===== config.mk =====
export PLATFORM = sky130hd
export DESIGN_NAME = bbc_ctrl
export DESIGN_NICKNAME = d
export VERILOG_FILES = /design/src/hdl/bbc_pkg.sv /design/src/hdl/bbc_ctrl.sv
export SDC_FILE = /design/constraint.sdc
export NUM_CORES = 1
export LEC_CHECK = 0
export BUFFER_PORTS_ARGS = -buffer_cell sky130_fd_sc_hd__buf_2
export CORE_AREA = 5 5 42 44
export CTS_BUF_LIST = sky130_fd_sc_hd__clkbuf_16
export CTS_CLUSTER_DIAMETER = 40
export DETAILED_ROUTE_END_ITERATION = 10
export DIE_AREA = 0 0 47 49
export MAX_ROUTING_LAYER = met4
export PLACE_DENSITY = 0.66
export SLEW_MARGIN = 10
export SYNTH_ARGS = -nofsm -noshare
export SYNTH_HDL_FRONTEND = slang
export SYNTH_SLANG_ARGS = --single-unit

===== constraint.sdc =====
create_clock -name clock -period 3.66 [get_ports clock]
set_clock_uncertainty 0.15 [all_clocks]
set_input_delay 0.183 -clock clock [delete_from_list [all_inputs] [get_ports clock]]
set_output_delay 0.183 -clock clock [all_outputs]
set_load 0.02 [all_outputs]

===== src/hdl/bbc_pkg.sv =====
`timescale 1ns / 1ps
// ----------------------------------------------------------------------------
// bbc_pkg
// Shared sizes, codes and controller/datapath interface types of the buffer
// cache tag manager.
// ----------------------------------------------------------------------------
package bbc_pkg;

   localparam int SLOTS      = 64;
   localparam int REF_WIDTH  = 16;
   localparam int SLOT_W     = $clog2(SLOTS);
   localparam int CNT_W      = SLOT_W + 1;
   localparam int TAG_W      = 32;
   localparam int OUT_SLOT_W = 6;
   localparam int OUT_REF_W  = 16;

   localparam logic [REF_WIDTH-1:0] REF_LIMIT = '1;

   typedef enum logic {
      REQ_GET = 1'b0,
      REQ_PUT = 1'b1
   } req_kind_type;

   typedef enum logic [2:0] {
      ST_HIT          = 3'd0,
      ST_MISS_NEW     = 3'd1,
      ST_MISS_EVICT   = 3'd2,
      ST_EXHAUSTED    = 3'd3,
      ST_PUT_KEPT     = 3'd4,
      ST_PUT_RELEASED = 3'd5,
      ST_PUT_INVALID  = 3'd6,
      ST_SATURATED    = 3'd7
   } status_type;

   typedef enum logic [3:0] {
      S_IDLE,
      S_PUT_RD,
      S_PUT_EX,
      S_SCAN,
      S_HIT_RD,
      S_HIT_EX,
      S_MISS,
      S_EV_RD,
      S_EV_EX
   } state_type;

   // controller to datapath commands
   typedef struct packed {
      logic load;
      logic scan;
      logic put_ex;
      logic hit_ex;
      logic miss_new;
      logic ev_sel;
      logic ev_ex;
      logic exhaust;
   } cmd_type;

   // datapath to controller status
   typedef struct packed {
      logic scan_hit;
      logic scan_end;
      logic nus_avail;
      logic rel_nonempty;
      logic rsp_free;
   } sts_type;

endpackage


===== src/hdl/bbc_ctrl.sv =====
`timescale 1ns / 1ps
// ----------------------------------------------------------------------------
// bbc_ctrl
// Sequencer of the tag manager: steps each transaction through lookup,
// read and execute phases and issues datapath commands.
// ----------------------------------------------------------------------------
module bbc_ctrl (
   input  logic             clock,
   input  logic             reset,
   input  logic             req_valid,
   output logic             req_ready,
   input  logic             req_type,
   input  bbc_pkg::sts_type sts,
   output bbc_pkg::cmd_type cmd
);
   import bbc_pkg::*;

   state_type state_ff, state_in;

   // state register
   always_ff @(posedge clock) begin
      if (reset) begin
         state_ff <= S_IDLE;
      end else begin
         state_ff <= state_in;
      end
   end

   // next state
   always_comb begin
      state_in = state_ff;
      unique case (state_ff)
         S_IDLE: begin
            if (req_valid) begin
               state_in = (req_type == REQ_PUT) ? S_PUT_RD : S_SCAN;
            end
         end
         S_PUT_RD: state_in = S_PUT_EX;
         S_PUT_EX: if (sts.rsp_free) state_in = S_IDLE;
         S_SCAN: begin
            priority if (sts.scan_hit) state_in = S_HIT_RD;
            else if (sts.scan_end)     state_in = S_MISS;
            else                       state_in = state_ff;
         end
         S_HIT_RD: state_in = S_HIT_EX;
         S_HIT_EX: if (sts.rsp_free) state_in = S_IDLE;
         S_MISS: begin
            priority if (!sts.nus_avail && sts.rel_nonempty) state_in = S_EV_RD;
            else if (sts.rsp_free)                           state_in = S_IDLE;
            else                                             state_in = state_ff;
         end
         S_EV_RD: state_in = S_EV_EX;
         S_EV_EX: if (sts.rsp_free) state_in = S_IDLE;
         default: state_in = S_IDLE;
      endcase
   end

   // command outputs
   always_comb begin
      cmd       = '0;
      req_ready = 1'b0;
      unique case (state_ff)
         S_IDLE: begin
            req_ready = 1'b1;
            cmd.load  = req_valid;
         end
         S_PUT_EX: cmd.put_ex = sts.rsp_free;
         S_SCAN:   cmd.scan   = 1'b1;
         S_HIT_EX: cmd.hit_ex = sts.rsp_free;
         S_MISS: begin
            priority if (sts.nus_avail) cmd.miss_new = sts.rsp_free;
            else if (sts.rel_nonempty)  cmd.ev_sel   = 1'b1;
            else                        cmd.exhaust  = sts.rsp_free;
         end
         S_EV_EX: cmd.ev_ex = sts.rsp_free;
         default: cmd = '0;
      endcase
   end

endmodule


==> flow_summary.json, run 1 <==
{
  "rsz0062_at_grt": "no",
  "cts_tree": "built",
  "netlist.top_cell.by_area": "dfxtp_1",
  "syn_nets": 66,
  "hp-class": "input pin to flop",
  "dieHeight_um": 49,
  "place_hpwl_um": 776,
  "setup.worst_path.class": "flop to primary output",
  "top_register": "state_ff",
  "status": "completed",
  "dieArea_mm2": 0.00230,
  "cp_cell_sequence": "nand2_2, nor4_4, buf_2",
  "start_kind": "flop",
  "antenna_found_initial": 0,
  "synth_cell_type_count": 32,
  "gp_congestion": 0.751,
  "grt_util_all_layers_pct": 10.8,
  "htree_levels": 1,
  "fin_tns_setup_ns": 0,
  "area_growth_pct": 29.7,
  "coreArea_mm2": 0.00140,
  "critPathMaxFanout": 17,
  "period_share_pct": 53.4,
  "fin_nets": 84,
  "clkSlewWorstSetupHoldPaths_ns": 0.03,
  "io_buffers": 17,
  "ys_seq_area_share_pct": 17.3,
  "grt_pass1_vias": 421,
  "first_pass_iters": 2,
  "drtIter0Drc": 2,
  "cts_made_buffers": 3,
  "leakagePower_nw": 0.268,
  "largest_reg_flops": 4,
  "synth.avg_cell_area_um2": 8.12,
  "finalWorstSetupSlack_ns": 1.71,
  "yosysWarnings": 0,
  "antenna_cells": 0,
  "antenna_left": 0,
  "grt_max_degree": 18,
  "vias": 452,
  "cts_num_sinks": 4,
  "cts_root_buffer": "clkbuf_16",
  "relSlewSlack_pct": 60.1,
  "setup_viol": 0,
  "synth_area_leaders": "dfxtp_1 17%, buf_6 9.7%, nor4b_4 5.1%",
  "ios": 18,
  "p_per_area_mw_per_mm2": 527,
  "slew_violations": 0,
  "die_w_um": 47,
  "worstMarginPinSlew_ns": 0.597,
  "fp-row-count": 14,
  "wl_per_cell_um": 12.4,
  "crit_arrival_ns": 1.62,
  "fmax_ghz": 0.512,
  "dpl_worst_slack_ns": 1.93,
  "vdd_drop_max_mv": 0.394,
  "via_per_inst": 5.08,
  "cp.required_ns": 3.33,
  "ys_seq_elements": 4,
  "hold_viol": 0,
  "postSynthCellCount": 57,
  "cpPeakStageDelay_ns": 0.69,
  "slowest_stage": "dfxtp_1",
  "finalHoldWorstSlack_ns": 0.118,
  "overflow": 0,
  "grt_pass1_wl_mm": 1.81,
  "synth_top_area_share_pct": 17.3,
  "synth_area_um2": 463,
  "drv_cap": 0,
  "start_util_pct": 33.0,
  "fillers": 156,
  "totalWireLength_mm": 1.10,
  "clock_latency_ns": 0.22,
  "cts_buffer_depth": 2,
  "reg_top3": "state_ff: 4 flops",
  "critPathCaptureType": "primary output",
  "drive_gt1_share_pct": 37.0,
  "period_needed_ns": 1.95,
  "drc": 0
}
## path summary, 6_finish.rpt
path	startpoint	endpoint	slack [ns]	cells past startpoint
hold / removal	sts[3]	state_ff[0]	0.12	3
hold reg to reg	state_ff[3]	state_ff[2]	0.68	2
setup reg to reg	state_ff[1]	state_ff[2]	1.95	4
setup / recovery	state_ff[1]	cmd[2]	1.71	3
## cell families (layout without fill, tap and decap cells)
family | Yosys count | after routing | synth area share [%]
DFF | 4 | 4 | 17.3
muxes | 1 | 1 | 2.16
AOI/OAI and AO/OA | 11 | 11 | 18.4
and+or+nand+nor | 33 | 33 | 48.4
buffers and inverters | 8 | 24 | 13.8
## layout make-up
cell class	instances	area, um2	share of cell area (%)
timing repair buffer	18	95.1	15.8
inverter	3	11.3	1.88
multi-input combinational	45	319	53.1
sequential	4	80.1	13.3
clock buffer	3	75.1	12.5
tap	16	20.0	3.33
## placed cells by master (no fill, tap or decap)
cell	Yosys	layout
o32ai_1	1	1
a221o_1	1	1
and2_1	2	2
buf_2	0	17
or3_1	1	1
nand2_1	4	4
clkbuf_16	0	3
nor4_1	2	2
nor4b_4	1	1
nand3_1	1	1
and3_1	1	1
nor3_1	2	2
or2b_1	1	1
inv_1	3	3
o21ai_2	1	1
a211oi_2	1	1
nand3b_1	2	2
nor2_1	6	6
nor3b_1	1	1
o2bb2ai_1	1	1
nor3_2	1	1
a21oi_1	3	3
mux2i_1	1	1
dfxtp_1	4	4
dlygate4sd3_1	0	1
o21ai_1	1	1
nand2_2	1	1
a21o_1	1	1
and2b_1	2	2
a32oi_1	1	1
nor2b_1	3	3
nor4_4	1	1
or2b_2	1	1
## metal layers
layer,track usage [%],wire (um)
met1,16.0,557
met2,13.8,442
met3,4.80,102
met4,1.38,0
met5,-,0
## Yosys cell counts, drive strengths merged
| master | number |
|---|---|
| nor2 | 6 |
| buf | 5 |
| nand2 | 5 |
| dfxtp | 4 |
| a21oi | 3 |
| inv | 3 |
| nor2b | 3 |
| nor3 | 3 |
| nor4 | 3 |
| and2 | 2 |
| and2b | 2 |
| nand3b | 2 |
| o21ai | 2 |
| or2b | 2 |
| a211oi | 1 |
| a21o | 1 |
| a221o | 1 |
| a32oi | 1 |
| and3 | 1 |
| mux2i | 1 |
| nand3 | 1 |
| nor3b | 1 |
| nor4b | 1 |
| o2bb2ai | 1 |
| o32ai | 1 |
| or3 | 1 |
## power breakdown
group / internal, mW / total (mW) / switching, mW
logic: 0.0363 / 0.0771 / 0.0408
clock network: 0.139 / 0.168 / 0.0282
registers: 0.0491 / 0.0719 / 0.0228
## critical path: cells and delay by family, from the launching register on
kind	cells	cell delay [ns]
flip-flops	1	0.69
AND/OR/NAND/NOR	2	0.47
buffers and inverters	1	0.23
## what timing repair did
action,in CTS,in global routing
endpoints found under the hold margin,1,0
hold buffers,1,0
gates resized for setup,0,0
setup buffers,0,0
## metrics by stage
stage | instance area [um2] | util (%) | std cells | total power [mW]
2_1_floorplan | 463 | - | 57 | 0.138
3_3_place_gp | 515 | 36.8 | 85 | 0.147
3_5_place_dp | 515 | 36.8 | 85 | 0.148
4_1_cts | 601 | 42.9 | 89 | 0.320
5_1_grt | 601 | 42.9 | 89 | 0.336
6_report | 601 | 42.9 | 89 | 0.317
No activity file was read; power rests on OpenSTA's default activity.
==> inputs of run 2 (changes only) <==
==> constraint.sdc (replaced) <==
create_clock -name clock -period 1.8 [get_ports clock]
set_clock_uncertainty 0.15 [all_clocks]
set_input_delay 0.09 -clock clock [delete_from_list [all_inputs] [get_ports clock]]
set_output_delay 0.09 -clock clock [all_outputs]
set_load 0.02 [all_outputs]
==> flow_summary.json, run 2 (same netlist as run 1, synthesis figures left out) <==
{
  "vdd_drop_max_mv": 0.952,
  "first_pass_iters": 4,
  "cts_tree": "built",
  "setup.worst_path.class": "flop to primary output",
  "ios": 18,
  "overflow": 0,
  "htree_levels": 1,
  "via_per_inst": 5.04,
  "grt_max_degree": 14,
  "drive_gt1_share_pct": 44.2,
  "critPathCaptureType": "primary output",
  "start_kind": "flop",
  "antenna_found_initial": 0,
  "fin_area_um2": 639,
  "p_per_area_mw_per_mm2": 1040,
  "period_needed_ns": 1.64,
  "largest_reg_flops": 4,
  "fin_tns_setup_ns": 0,
  "dieHeight_um": 49,
  "critPathMaxFanout": 8,
  "rr_worst_depth": 5,
  "hp-class": "input pin to flop",
  "relSlewSlack_pct": 77.0,
  "die_w_um": 47,
  "status": "completed",
  "startpoint": "state_ff[0]",
  "worstMarginPinSlew_ns": 0.345,
  "antenna_left": 0,
  "period_share_pct": 91.4,
  "fp-row-count": 14,
  "top_register": "state_ff",
  "layout_common_cells": "17 x buf_2, 6 x nor2_1, 4 x nand2_1, 4 x buf_4",
  "postCtsSetupBuffers": 0,
  "clkSlewWorstSetupHoldPaths_ns": 0.03,
  "start_util_pct": 33.0,
  "totalWireLength_mm": 1.09,
  "coreArea_mm2": 0.00140,
  "crit_arrival_ns": 1.40,
  "cp.required_ns": 1.56,
  "hold-path-cell-count": 3,
  "drv_cap": 0,
  "leakagePower_nw": 0.292,
  "place_hpwl_um": 877,
  "cts_buffer_depth": 2,
  "vias": 469,
  "grt_util_all_layers_pct": 11.5,
  "slew_violations": 0,
  "cts_made_buffers": 3,
  "dieArea_mm2": 0.00230,
  "cts_num_sinks": 4,
  "reg_top3": "state_ff: 4 flops",
  "hold_start": "sts[3]",
  "io_buffers": 17,
  "hold_viol": 0,
  "wl_per_cell_um": 11.7,
  "setup_viol": 0,
  "fin_nets": 88,
  "antenna_cells": 0,
  "cts_root_buffer": "clkbuf_16",
  "fmax_ghz": 0.608,
  "area_growth_pct": 38.1,
  "drc": 0,
  "worstReg2RegStart": "state_ff[1]",
  "rsz0062_at_grt": "no",
  "drtIter0Drc": 3,
  "grt_pass1_wl_mm": 1.95,
  "gp_congestion": 0.746,
  "grt_pass1_vias": 483,
  "clock_latency_ns": 0.22,
  "dpl_cell_area_um2": 552,
  "layout_commonest_cell": "buf_2"
}
run 2: timing repair:
action	4_1_cts	5_1_grt
gates resized for setup	0	2
endpoints found under the setup margin	0	1
hold endpoints to repair	1	0
hold buffers	1	0
run 2: final cells by class:
type                    count  area (um2)
multi-input cells          45         325
inverters                   3        11.3
clock buffers               3        75.1
well taps                  16        20.0
flip-flops and latches      4        82.6
fillers                   150         762
repair buffers             22         125
run 2: report_power, final:
part	total [mW]	internal [mW]	switching, mW
Combinational	0.191	0.0888	0.102
Clock	0.342	0.283	0.0585
Sequential	0.132	0.101	0.0305
Total	0.665	0.473	0.191
run 2: metal layers:
layer	wire length [um]	global-route usage (%)	vias up
met3	57	4.43	0
met2	564	18.8	15
met5	0	-	-
li1	-	-	242
met1	463	12.9	212
met4	0	2.76	0
run 2: final timing paths:
path / end / slack (ns)
hold reg to reg: state_ff[1] / 0.49
hold / removal: state_ff[0] / 0.02
setup / recovery: cmd[2] / 0.16
setup reg to reg: state_ff[2] / 0.30
run 2: per-stage QoR:
step	total power, mW	worst slack [ns]	std cells	hold WS (ns)	utilization [%]
after floorplan	0.286	0.211	57	0.0124	-
after global placement	0.319	0.257	89	0.116	39.4
after detailed placement	0.323	0.189	89	0.117	39.4
after CTS	0.673	0.0679	93	0.0201	45.4
after global routing	0.709	0.0443	93	0.0425	45.6
final	0.665	0.155	93	0.0173	45.6
run 2: critical path, stage by stage, from the launching register on:
cell     delay, ns
dfxtp_1       0.40
buf_4         0.21
nor4_4        0.35
buf_2         0.23
==> inputs of run 3 (changes only) <==
==> constraint.sdc (replaced) <==
create_clock -name clock -period 1.85 [get_ports clock]
set_clock_uncertainty 0.15 [all_clocks]
set_input_delay 0.0925 -clock clock [delete_from_list [all_inputs] [get_ports clock]]
set_output_delay 0.0925 -clock clock [all_outputs]
set_load 0.02 [all_outputs]
==> flow_summary.json, run 3 (same netlist as run 1, synthesis figures left out) <==
{
  "overflow": 0,
  "met1_usage_pct": 13.6,
  "layout_common_cells": "17 x buf_2, 6 x nor2_1, 4 x nand2_1, 4 x dfxtp_1",
  "die_w_um": 47,
  "drv_cap": 0,
  "reg_top3": "state_ff: 4 flops",
  "start_kind": "flop",
  "totalWireLength_mm": 1.00,
  "ios": 18,
  "cts_tree": "built",
  "area_growth_pct": 34.3,
  "start_util_pct": 33.0,
  "power_uw": 634,
  "htree_levels": 1,
  "dieArea_mm2": 0.00230,
  "antenna_cells": 0,
  "use_met2_pct": 16.3,
  "dieHeight_um": 49,
  "fp-row-count": 14,
  "worstMarginPinSlew_ns": 0.507,
  "rsz0062_at_grt": "no",
  "first_pass_iters": 2,
  "utilization_pct": 44.4,
  "instances_no_fill": 91,
  "vdd_drop_max_mv": 1.20,
  "antenna_found_initial": 0,
  "fmax_ghz": 0.577,
  "startpoint": "state_ff[2]",
  "met3_usage_pct": 3.32,
  "place_hpwl_um": 816,
  "cp_cell_sequence": "nand2_2, nor4_4, buf_2",
  "leakagePower_nw": 0.281,
  "drtIter0Drc": 4,
  "period_share_pct": 93.6,
  "drive_gt1_share_pct": 40.0,
  "fin_nets": 86,
  "critPathMaxFanout": 13,
  "grt_util_all_layers_pct": 10.5,
  "top_register": "state_ff",
  "cts_buffer_depth": 2,
  "coreArea_mm2": 0.00140,
  "dpl_cell_area_um2": 537,
  "via_per_inst": 4.88,
  "slew_violations": 0,
  "p_per_area_mw_per_mm2": 1020,
  "hp-class": "input pin to flop",
  "cts_made_buffers": 3,
  "finalHoldWorstSlack_ns": 0.0289,
  "largest_reg_flops": 4,
  "hold_start": "sts[3]",
  "dpl_worst_slack_ns": 0.194,
  "fin_area_um2": 622,
  "clock_latency_ns": 0.22,
  "clkSlewWorstSetupHoldPaths_ns": 0.03,
  "dp_cells": 87,
  "gp_congestion": 0.777,
  "hold_viol": 0,
  "cp.required_ns": 1.61,
  "antenna_left": 0,
  "crit_arrival_ns": 1.49,
  "drc": 0,
  "cts_num_sinks": 4,
  "grt_pass1_vias": 420,
  "finalWorstSetupSlack_ns": 0.118,
  "vias": 444,
  "layout_commonest_cell": "buf_2",
  "period_needed_ns": 1.73,
  "fin_tns_setup_ns": 0,
  "cts_root_buffer": "clkbuf_16",
  "status": "completed",
  "io_buffers": 17,
  "worstReg2RegStart": "state_ff[0]",
  "slowest_stage": "dfxtp_1",
  "critPathCaptureType": "primary output",
  "grt_pass1_wl_mm": 1.84,
  "busiest_layer": "met2",
  "wl_per_cell_um": 11.0,
  "setup.worst_path.class": "flop to primary output",
  "setup_viol": 0,
  "relSlewSlack_pct": 66.1,
  "grt_max_degree": 14,
  "cpPeakStageDelay_ns": 0.57
}
==> run 3: changes by cell type in the layout (fill, tap and decap cells not counted) <==
cell     delta
buf_4       -2
dfxtp_2     -2
dfxtp_1     +2
==> run 3: critical path: cells and delay by family (launching register included) <==
kind	cells	cell delay, ns
flops	1	0.57
simple gates	2	0.46
buf+inv	1	0.23
==> run 3: path summary, 6_finish.rpt <==
path	cells after the start	slack (ns)	end
min reg2reg	2	0.60	state_ff[3]
min	3	0.03	state_ff[0]
max	3	0.12	cmd[2]
max reg2reg	4	0.19	state_ff[0]
==> run 3: final cells by class <==
cell class	instances	area, um2
Fill cell	150	779
Inverter	3	11.3
Multi-Input combinational cell	45	325
Timing Repair Buffer	20	110
Clock buffer	3	75.1
Tap cell	16	20.0
Sequential cell	4	80.1
==> run 3: routing by layer <==
metal | vias up | routed length (um)
li1 | 237 | -
met2 | 11 | 510
met5 | - | 0
met1 | 196 | 441
met3 | 0 | 50
met4 | 0 | 0
==> run 3: power breakdown <==
group	total (mW)	internal (mW)	switching, mW
sequential	0.134	0.0971	0.0370
clock	0.329	0.276	0.0539
combinational	0.171	0.0801	0.0904
==> run 3: timing repair <==
action,CTS,global route
gates resized for setup,0,0
hold endpoints to repair,1,0
hold buffers,1,0
setup buffers,0,0
